--- config.mk ---
export PLATFORM = sky130hd
export DESIGN_NAME = fir_filter_delay_aligned
export DESIGN_NICKNAME = d
export VERILOG_FILES = /design/src/hw/rtl/fda_pkg.sv /design/src/hw/rtl/fda_mac.sv /design/src/hw/rtl/fir_filter_delay_aligned.sv
export SDC_FILE = /design/constraint.sdc
export NUM_CORES = 2
export LEC_CHECK = 0
export ABC_AREA = 1
export BUFFER_PORTS_ARGS = -buffer_cell sky130_fd_sc_hd__buf_2
export CORE_ASPECT_RATIO = 1.2
export CORE_MARGIN = 2
export CORE_UTILIZATION = 23
export CTS_BUF_LIST = sky130_fd_sc_hd__clkbuf_8 sky130_fd_sc_hd__clkbuf_16
export DETAILED_ROUTE_END_ITERATION = 10
export GPL_TIMING_DRIVEN = 1
export PLACE_DENSITY = 0.33
export SLEW_MARGIN = 0
export SYNTH_ARGS = -nofsm -noshare
export SYNTH_HDL_FRONTEND = slang
export SYNTH_SLANG_ARGS = --single-unit
--- constraint.sdc ---
create_clock -name clk -period 23 [get_ports clk]
set_input_delay 1.15 -clock clk [delete_from_list [all_inputs] [get_ports clk]]
set_output_delay 1.15 -clock clk [all_outputs]
set_load 0.005 [all_outputs]
--- src/hw/rtl/fda_pkg.sv ---
package fda_pkg;

    localparam int ORDER       = 31;
    localparam int NTAPS       = ORDER + 1;
    localparam int ALIGN_SKIP  = (ORDER + 1) / 2;

    localparam int SAMPLE_W   = 16;
    localparam int TAP_W      = 18;
    localparam int TAP_IDX_W  = 5;
    localparam int OPCODE_W   = 2;
    localparam int DELAY_W    = 7;
    localparam int FRAC_W     = 16;
    localparam int CNT_W      = (NTAPS > 1) ? $clog2(NTAPS) : 1;
    localparam int HIST_IDX_W = (ORDER > 1) ? $clog2(ORDER) : 1;
    localparam int PROD_W     = TAP_W + SAMPLE_W;
    localparam int ACC_W      = PROD_W + CNT_W;

    localparam int IN_DATA_W  = 40;
    localparam int OUT_DATA_W = 16;

    localparam logic signed [SAMPLE_W-1:0] SAT_MIN = 16'sh8000;
    localparam logic signed [SAMPLE_W-1:0] SAT_MAX = 16'sh7fff;

    typedef enum logic [OPCODE_W-1:0] {
        OP_FILTER = 2'd0,
        OP_FLUSH  = 2'd1,
        OP_LOAD   = 2'd2
    } opcode_t;

    typedef enum logic [2:0] {
        ST_IDLE,
        ST_MAC,
        ST_DRAIN,
        ST_FIN,
        ST_WAIT
    } state_t;

    typedef struct packed {
        logic first;
        logic add;
    } mac_ctl_t;

endpackage

--- src/hw/rtl/fda_mac.sv ---
module fda_mac (
    input  logic                                   clk,
    input  fda_pkg::mac_ctl_t                      ctl,
    input  logic signed [fda_pkg::TAP_W-1:0]       tap,
    input  logic signed [fda_pkg::SAMPLE_W-1:0]    smp,
    output logic signed [fda_pkg::SAMPLE_W-1:0]    result
);
    import fda_pkg::*;

    logic signed [PROD_W-1:0]         prod_reg;
    logic signed [ACC_W-1:0]          acc_reg;
    logic signed [ACC_W-1:0]          acc_next;
    logic signed [ACC_W-1:0]          acc_adj;
    logic signed [ACC_W-FRAC_W-1:0]   quot;

    always_comb
    begin
        if (ctl.first)
        begin
            acc_next = '0;
        end
        else if (ctl.add)
        begin
            acc_next = acc_reg + ACC_W'(prod_reg);
        end
        else
        begin
            acc_next = acc_reg;
        end
    end

    always_ff @(posedge clk)
    begin
        prod_reg <= tap * smp;
        acc_reg  <= acc_next;
    end

    // truncate toward zero, then saturate
    always_comb
    begin
        acc_adj = acc_reg + (acc_reg[ACC_W-1] ? ACC_W'((1 << FRAC_W) - 1) : ACC_W'(0));
        quot    = acc_adj[ACC_W-1:FRAC_W];
        if (quot < (ACC_W-FRAC_W)'(SAT_MIN))
        begin
            result = SAT_MIN;
        end
        else if (quot > (ACC_W-FRAC_W)'(SAT_MAX))
        begin
            result = SAT_MAX;
        end
        else
        begin
            result = quot[SAMPLE_W-1:0];
        end
    end

endmodule

--- src/hw/rtl/fir_filter_delay_aligned.sv ---
// delay-aligned fir filter, 32 taps, signed 16-bit samples, q2.16 coefficients
// input stream: tuser carries the opcode (filter, flush, load coefficient),
// tdata carries sample_in, tap_index and tap_value
// output stream: tdata carries sample_out, tlast marks the final word of an item
// the first NTAPS / 2 samples after reset only fill the history, no output
// a flush item replays one zero sample per swallowed sample, up to NTAPS / 2, one word each
// one shared multiplier-accumulator walks the taps, one tap per cycle
// a filtered word passes the mac, drain and finish states after its input is taken
// and then waits until the receiver takes it
// the next input is taken in the cycle after that at the earliest
// a flush runs those states again for each further word once the previous one is taken
// load and swallowed samples are handled in idle and start no mac pass
// s_axis_tready is high only while idle, so while m_axis stalls no input is taken
// reset clears history, coefficients and the output valid and last flags, and restarts the delay count
module fir_filter_delay_aligned (
    input  logic                               clk,
    input  logic                               rst_n,
    input  logic                               s_axis_tvalid,
    output logic                               s_axis_tready,
    input  logic [fda_pkg::IN_DATA_W-1:0]      s_axis_tdata,  // sample_in, tap_index, tap_value
    input  logic [fda_pkg::OPCODE_W-1:0]       s_axis_tuser,  // opcode
    output logic                               m_axis_tvalid,
    input  logic                               m_axis_tready,
    output logic [fda_pkg::OUT_DATA_W-1:0]     m_axis_tdata,  // sample_out
    output logic                               m_axis_tlast
);
    import fda_pkg::*;

    state_t                       state_reg, state_next;
    logic signed [SAMPLE_W-1:0]   hist_reg [ORDER];
    logic signed [SAMPLE_W-1:0]   hist_next [ORDER];
    logic signed [TAP_W-1:0]      tap_reg [NTAPS];
    logic [DELAY_W-1:0]           delay_reg, delay_next;
    logic [DELAY_W-1:0]           remain_reg, remain_next;
    logic [CNT_W-1:0]             cnt_reg, cnt_next;
    logic signed [SAMPLE_W-1:0]   x_reg, x_next;
    logic signed [SAMPLE_W-1:0]   out_data_reg, out_data_next;
    logic                         out_last_reg, out_last_next;
    logic                         out_valid_reg, out_valid_next;

    logic                         in_fire;
    logic                         shift_en;
    logic signed [SAMPLE_W-1:0]   shift_val;
    logic                         tap_we;
    logic [CNT_W-1:0]             cnt_m1;
    logic [DELAY_W-1:0]           flush_cnt;
    logic signed [SAMPLE_W-1:0]   smp;
    logic signed [SAMPLE_W-1:0]   mac_result;
    mac_ctl_t                     mac_ctl;
    opcode_t                      opcode;

    logic signed [SAMPLE_W-1:0]   sample_in;
    logic [TAP_IDX_W-1:0]         tap_index;
    logic signed [TAP_W-1:0]      tap_value;

    assign sample_in = s_axis_tdata[SAMPLE_W-1:0];
    assign tap_index = s_axis_tdata[SAMPLE_W+TAP_IDX_W-1:SAMPLE_W];
    assign tap_value = s_axis_tdata[SAMPLE_W+TAP_IDX_W+TAP_W-1:SAMPLE_W+TAP_IDX_W];
    assign opcode    = opcode_t'(s_axis_tuser);

    assign s_axis_tready = (state_reg == ST_IDLE);
    assign in_fire       = s_axis_tvalid && s_axis_tready;
    assign flush_cnt     = DELAY_W'(ALIGN_SKIP) - delay_reg;
    assign tap_we        = in_fire && (opcode == OP_LOAD) && (int'(tap_index) < NTAPS);

    assign m_axis_tvalid = out_valid_reg;
    assign m_axis_tdata  = out_data_reg;
    assign m_axis_tlast  = out_last_reg;

    // sample for tap k: new sample at k = 0, else history entry k - 1
    assign cnt_m1 = cnt_reg - CNT_W'(1);
    assign smp    = (cnt_reg == '0) ? x_reg : hist_reg[cnt_m1[HIST_IDX_W-1:0]];

    assign mac_ctl.first = (state_reg == ST_MAC) && (cnt_reg == '0);
    assign mac_ctl.add   = (state_reg == ST_MAC) || (state_reg == ST_DRAIN);

    fda_mac u_mac (
        .clk    (clk),
        .ctl    (mac_ctl),
        .tap    (tap_reg[cnt_reg]),
        .smp    (smp),
        .result (mac_result)
    );

    // next state
    always_comb
    begin
        state_next = state_reg;
        case (state_reg)
            ST_IDLE:
            begin
                if (in_fire)
                begin
                    if ((opcode == OP_FILTER) && (delay_reg == '0))
                    begin
                        state_next = ST_MAC;
                    end
                    else if ((opcode == OP_FLUSH) && (flush_cnt != '0))
                    begin
                        state_next = ST_MAC;
                    end
                end
            end
            ST_MAC:
            begin
                if (cnt_reg == CNT_W'(NTAPS - 1))
                begin
                    state_next = ST_DRAIN;
                end
            end
            ST_DRAIN:
            begin
                state_next = ST_FIN;
            end
            ST_FIN:
            begin
                state_next = ST_WAIT;
            end
            ST_WAIT:
            begin
                if (m_axis_tready)
                begin
                    state_next = (remain_reg != '0) ? ST_MAC : ST_IDLE;
                end
            end
            default:
            begin
                state_next = ST_IDLE;
            end
        endcase
    end

    // datapath and outputs
    always_comb
    begin
        delay_next     = delay_reg;
        remain_next    = remain_reg;
        cnt_next       = cnt_reg;
        x_next         = x_reg;
        out_data_next  = out_data_reg;
        out_last_next  = out_last_reg;
        out_valid_next = out_valid_reg;
        shift_en       = 1'b0;
        shift_val      = x_reg;
        case (state_reg)
            ST_IDLE:
            begin
                cnt_next = '0;
                if (in_fire)
                begin
                    case (opcode)
                        OP_FILTER:
                        begin
                            if (delay_reg != '0)
                            begin
                                shift_en   = 1'b1;
                                shift_val  = sample_in;
                                delay_next = delay_reg - DELAY_W'(1);
                            end
                            else
                            begin
                                x_next      = sample_in;
                                remain_next = '0;
                            end
                        end
                        OP_FLUSH:
                        begin
                            x_next      = '0;
                            remain_next = flush_cnt - DELAY_W'(1);
                        end
                        default:
                        begin
                        end
                    endcase
                end
            end
            ST_MAC:
            begin
                cnt_next = cnt_reg + CNT_W'(1);
            end
            ST_DRAIN:
            begin
                cnt_next = '0;
            end
            ST_FIN:
            begin
                out_data_next  = mac_result;
                out_last_next  = (remain_reg == '0);
                out_valid_next = 1'b1;
                shift_en       = 1'b1;
                shift_val      = x_reg;
            end
            ST_WAIT:
            begin
                if (m_axis_tready)
                begin
                    out_valid_next = 1'b0;
                    if (remain_reg != '0)
                    begin
                        remain_next = remain_reg - DELAY_W'(1);
                        x_next      = '0;
                    end
                end
            end
            default:
            begin
            end
        endcase
    end

    // history shift line
    always_comb
    begin
        for (int i = 0; i < ORDER; i++)
        begin
            hist_next[i] = hist_reg[i];
        end
        if (shift_en)
        begin
            hist_next[0] = shift_val;
            for (int i = 1; i < ORDER; i++)
            begin
                hist_next[i] = hist_reg[i-1];
            end
        end
    end

    always_ff @(posedge clk or negedge rst_n)
    begin
        if (!rst_n)
        begin
            state_reg     <= ST_IDLE;
            delay_reg     <= DELAY_W'(ALIGN_SKIP);
            remain_reg    <= '0;
            cnt_reg       <= '0;
            out_valid_reg <= 1'b0;
            out_last_reg  <= 1'b0;
            for (int i = 0; i < ORDER; i++)
            begin
                hist_reg[i] <= '0;
            end
            for (int i = 0; i < NTAPS; i++)
            begin
                tap_reg[i] <= '0;
            end
        end
        else
        begin
            state_reg     <= state_next;
            delay_reg     <= delay_next;
            remain_reg    <= remain_next;
            cnt_reg       <= cnt_next;
            out_valid_reg <= out_valid_next;
            out_last_reg  <= out_last_next;
            for (int i = 0; i < ORDER; i++)
            begin
                hist_reg[i] <= hist_next[i];
            end
            if (tap_we)
            begin
                tap_reg[CNT_W'(tap_index)] <= tap_value;
            end
        end
    end

    always_ff @(posedge clk)
    begin
        x_reg        <= x_next;
        out_data_reg <= out_data_next;
    end

    a_idle_no_output: assert property (@(posedge clk) disable iff (!rst_n)
        s_axis_tready |-> !m_axis_tvalid)
        else $error("input taken while an output word is pending");

    a_delay_range: assert property (@(posedge clk) disable iff (!rst_n)
        delay_reg <= DELAY_W'(ALIGN_SKIP))
        else $error("delay count above alignment skip");

    a_drain_to_fin: assert property (@(posedge clk) disable iff (!rst_n)
        (state_reg == ST_DRAIN) |=> (state_reg == ST_FIN))
        else $error("drain not followed by finish");

    a_last_matches: assert property (@(posedge clk) disable iff (!rst_n)
        m_axis_tvalid |-> (m_axis_tlast == (remain_reg == '0)))
        else $error("tlast does not match remaining flush count");

endmodule

After elaboration in Yosys (flattened, before gate mapping)
Index checks and enable logic that the tools add are counted.
Widths: inputs -> output; s select.
{"block": "word_totals", "regBits": 1201, "ram_bits": 0, "mem_bits_ro": 0, "latchBits": 0, "out_inout_bits": 19, "n_memories": 0, "word_cells": 170, "inputBits": 46}
{"block": "op_classes", "eq_ne": 14, "bitwise_logic": 3, "magnitude_cmp": 6, "n_shift": 0, "multipliers": 1, "reduce_logical": 23, "addsub": 8, "mux": 42, "div": 0}
{"op": "$bwmux 576", "n": 1}
{"op": "$mux 16", "n": 13}
{"op": "$bmux 18 s5", "n": 1}
{"op": "$demux 18 s5", "n": 1}
{"op": "$bmux 16 s5", "n": 1}
{"op": "$pmux 16 s2", "n": 2}
{"op": "$mux 18", "n": 3}
{"op": "$add 39x34->39", "n": 1}
{"op": "$add 39x39->39", "n": 1}
{"op": "$mul 18x16->34", "n": 1}
{"op": "$mux 7", "n": 4}
{"op": "$pmux 7 s2", "n": 2}
{"op": "$gt 23x16->1 const B", "n": 1}
{"op": "$lt 23x16->1 const B", "n": 1}
{"op": "$reduce_bool 7->1", "n": 3}
{"op": "$sub 7x1->7 const B", "n": 3}
{"op": "$ge 6x6->1 const B", "n": 3}
{"op": "$not 5->6", "n": 3}
{"op": "$mux 3", "n": 5}
{"op": "$pmux 3 s5", "n": 1}
{"op": "$logic_not 7->1", "n": 2}
{"op": "$pmux 5 s2", "n": 1}
{"op": "$reduce_and 4->1", "n": 2}
{"op": "$sub 5x7->7 const A", "n": 1}
{"op": "other kinds (24)", "n": 40}

Logic depth before layout (Yosys ltp)
{"block": "logic_depth", "word_depth": 7, "ltp_mapped": 42, "depth_no_buf": 36}

Modules after synthesis
Synthesis repeated with hierarchy kept, for this count alone.
{"block": "hier_totals", "hier_cells": 8775, "area_unflattened_um2": 69321.5}
{"module": "fir_filter_delay_aligned", "seq_area_each_um2": 28388.5, "cells_per_inst": 6197, "instances": 1, "area_each_um2": 51361.8}
{"module": "fda_mac", "seq_area_each_um2": 1461.4, "cells_per_inst": 2578, "instances": 1, "area_each_um2": 17959.7}

Worst setup path after synthesis
Ideal clock, no wire load.
{"block": "synth_timing", "kind": "reg-to-reg", "startpoint": "register cnt_reg[0]", "endpoint": "register u_mac.prod_reg[31]", "stages_incl_launch_ff": 37, "period_less_slack_ns": 7.685, "setup_ns": 0.119, "setup_slack_ns": 15.315, "t_arrival_ns": 7.566, "n_path_buf": 5, "path_cell_list": "dfrtp_1 inv_2 clkbuf_1 buf_2 buf_2 ha_1 inv_1 clkbuf_1 clkbuf_1 o21ai_0 o211ai_1 o21ai_0 a22oi_1 nand2_2 clkinv_1 nand2_1 fa_1 fa_1 fa_1 inv_1 fa_1 fa_1 inv_1 fa_1 inv_1 ha_1 nand2_1 nor2_1 nand4_1 o21ai_0 a21oi_1 o21bai_1 nand2_1 inv_1 nor2_1 nand2_1 nand2_1"}
{"block": "synth_between", "elab_chain_cells": 7, "elab_cells_between_ends": 12, "classes_between": "1 x add/sub; 1 x mul; 7 x mux; 2 x bitwise; 1 x reduce/logical"}
{"element": "from (decl)", "line": "fir_filter_delay_aligned.sv:35", "rtl": "logic [CNT_W-1:0] cnt_reg, cnt_next;"}
{"element": "from (signal assigned)", "line": "fir_filter_delay_aligned.sv:252", "rtl": "cnt_reg <= cnt_next;"}
{"element": "$sub 5x1->5", "line": "fir_filter_delay_aligned.sv:71", "rtl": "assign cnt_m1 = cnt_reg - CNT_W'(1);"}
{"element": "$not 5->6 (not written as such)", "line": "fir_filter_delay_aligned.sv:72", "rtl": "assign smp = (cnt_reg == '0) ? x_reg : hist_reg[cnt_m1[HIST_IDX_W-1:0]];"}
{"element": "$bmux 16 s5", "line": "fir_filter_delay_aligned.sv:72"}
{"element": "$mux 16 (not written as such) (2 in a row)", "line": "fir_filter_delay_aligned.sv:72"}
{"element": "$mux 16", "line": "fir_filter_delay_aligned.sv:72"}
{"element": "$mul 18x16->34 *", "line": "fda_mac.sv:34", "rtl": "prod_reg <= tap * smp;"}
{"element": "to (signal assigned)", "line": "fda_mac.sv:34"}
{"element": "to (decl)", "line": "fda_mac.sv:10", "rtl": "logic signed [PROD_W-1:0] prod_reg;"}
Mark *: on every way between the ends. The rest lies on a longest branch, timed or not. The select of a mux whose other input is x is not followed.
A chain may end at the register's enable or synchronous reset.

Worst setup path after layout
Same ends and word-level chain as after synthesis.

==> flow_summary_export.csv <==
group,metric,value,unit
run_status,status,"complete, no violations",
cts,post_cts_buffers,0,
layout,area_delta_synth_final,13.5,%
timing,max_freq,0.0909,GHz
placed_design,place.gp.congestion,0.831,
timing,holdWs,0.360,ns
setup_path,startpoint,"cnt_reg[0]$_DFFE_PN0P_",
routing,wirelength,242,mm
cts,root_buffer,"clkbuf_16",
die,core_area,294000,µm²
logic_synthesis,avgSynthCellArea,8.07,µm²
logic_synthesis,synth_top_area_share,0.403,
timing,finalHoldViolCount,0,
routing,viasPerCell,4.54,
die,io_pins,65,
logic_synthesis,synthFlopType,"dfrtp_1",
timing,timing.final.crit_period,11.00,ns
timing,period_share,0.478,
layout,largest_reg_flops,576,
logic_synthesis,synthTopCellsByArea,"dfrtp_1 40%, nand2_1 12%, o21ai_0 11%, fa_1 8.6%, inv_1 5.1%",
die,initial_core_util,0.231,
die,die_h,600,µm
logic_synthesis,synth_area,68000,µm²
cts,cts_tree,"done",
placed_design,place_area,72200,µm²
logic_synthesis,yosysMostFrequentCell,"nand2_1",
timing,fin_setup_tns,0,ns
timing,setup_violations,0,
job,drv_cap,0,
routing,drc_errors,0,
routing,vias,55600,
timing,maxSlewHeadroom,0.223,
logic_synthesis,synth_area_leader_cell,"dfrtp_1",
placed_design,port-buffer-count,63,
cts,cts_hold_buf,0,
global_routing,gr-total-overflow,0,
logic_synthesis,synth_commonest_cells,"2,237 x nand2_1, 1,431 x o21ai_0, 1,095 x dfrtp_1",
setup_path,max_stage_delay,0.81,ns
layout,fin_util,0.263,
setup_path,cp_max_fo,85,
cts,cts_made_buffers,161,
setup_path,critPathRequiredTime,23.68,ns
setup_path,cp-start-kind,"register",
worst_hold_path,min_path_type,"input port to asynchronous set/reset pin",
logic_synthesis,synth_seq_area_share,0.439,
global_routing,grt_antenna_before_repair,11,
die,die_area,300000,µm²
logic_synthesis,yosysUniqueCellTypes,60,
logic_synthesis,synth_cells,8433,
logic_synthesis,postSynth.asyncResetShare,0.913,
cts,clk_pin_slew,0.06,ns
routing,wl_per_cell,19.8,µm
global_routing,grt_pass1_wl,372,mm
setup_path,endpoint_kind,"register",
global_routing,grt_pass1_vias,57300,
global_routing,grt_max_degree,232,
logic_synthesis,syn_nets,8916,
routing,drtIter0Drc,3546,
setup_path,crit_slowest_cell,"dfrtp_4",
die,fp-row-count,218,
timing,slew_violations,0,
setup_path,critPathArrivalTime,11.68,ns
layout,final_area,77200,µm²
global_routing,globalRouteTotalUtil,0.161,
logic_synthesis,synth_edf_count,32,
cts,clock_latency,0.85,ns
placed_design,dp_hpwl,155,mm
layout,drive_gt1_frac,0.0597,
die,die_w,500,µm
cts,cts-htree-levels,4,
timing,fin_skew,0.102,ns
cts,cts.path.max_buffers,4,
logic_synthesis,synth.ff_latch_count,1201,
cts,cts_sinks,1201,
layout,fill_cells,32100,
routing,dr.pass1.iters,5,
timing,worstMarginPinSlew,1.17,ns
setup_path,path_class,"register to register",
setup_path,r2r-start,"cnt_reg[0]$_DFFE_PN0P_",
timing,rsz0062_at_grt,"false",
routing,antenna_left,0,
cts,cts_resized,0,
logic_synthesis,synth_warnings,0,
layout,layout.nets,8764,
[kinds of logic (layout without fill, tap and decap cells)]
logic type	count (synthesis)	in the layout	share of synthesized area
AND/OR/NAND/NOR	2959	2959	0.171
buffers and inverters	1455	1415	0.0840
AO/OA/AOI/OAI	2307	2307	0.183
flip-flops	1201	1201	0.439
other	0	2	0
XOR/XNOR	74	74	0.00992
adder cells (fa/ha/maj)	437	437	0.113
[worst paths after layout]
check / slack, ns / to / cells past startpoint
max in group asynchronous: 18.98 / hist_reg[340]$_DFFE_PN0P_ / 5
max: 12.00 / u_mac.prod_reg[31]$_DFF_P_ / 33
min: 0.36 / tap_reg[479]$_DFFE_PN0P_ / 1
max reg2reg: 12.00 / u_mac.prod_reg[31]$_DFF_P_ / 33
min in group clk: 0.40 / hist_reg[304]$_DFFE_PN0P_ / 2
min reg2reg: 0.40 / hist_reg[304]$_DFFE_PN0P_ / 2
[metal layers]
metal / global-route usage / share of wire / up-vias
li1: - / - / 27000
met1: 0.212 / 0.46 / 27500
met2: 0.284 / 0.49 / 800
met3: 0.0168 / 0.030 / 308
met4: 0.0348 / 0.021 / 0
met5: 0 / 0 / -
[stage by stage]
step	cells	setup WS [ns]
floorplan	8433	15.32
global placement	12000	11.76
detailed placement	12000	11.75
CTS	12200	11.78
global route	12200	11.29
finish	12200	12.00
[layout make-up]
| class | count | area [µm²] | share of cell area |
|---|---|---|---|
| Clock inverter | 81 | 495 | 0.00642 |
| Tap cell | 3850 | 4820 | 0.0624 |
| Timing Repair Buffer | 199 | 1410 | 0.0183 |
| Clock buffer | 194 | 4530 | 0.0587 |
| Sequential cell | 1201 | 29900 | 0.387 |
| Multi-Input combinational cell | 5777 | 32500 | 0.421 |
| Inverter | 941 | 3560 | 0.0461 |
| Antenna cell | 2 | 5.00 | 0.0000648 |
[critical path, delay by kind of cell, from the launching register on]
kind | cells | cell delay [ns]
AOI/OAI and AO/OA | 7 | 2.58
buffers and inverters | 8 | 2.00
and+or+nand+nor | 10 | 1.43
adders and majority gates | 8 | 3.89
DFF | 1 | 0.81
[placed cells by master (no fill, tap or decap), drive strengths merged, types with 50 or more instances in the layout]
master  count
a21oi     556
buf       199
clkbuf    194
dfrtp    1095
dfxtp      73
fa        292
ha        145
inv       987
nand2    2256
nand3     176
nor2      447
o21ai    1465
o221ai     51
xor2       50
Power is left out: the tool's default activity adds up to more than one toggle a clock period on the data nets, which glitch-free logic cannot reach.
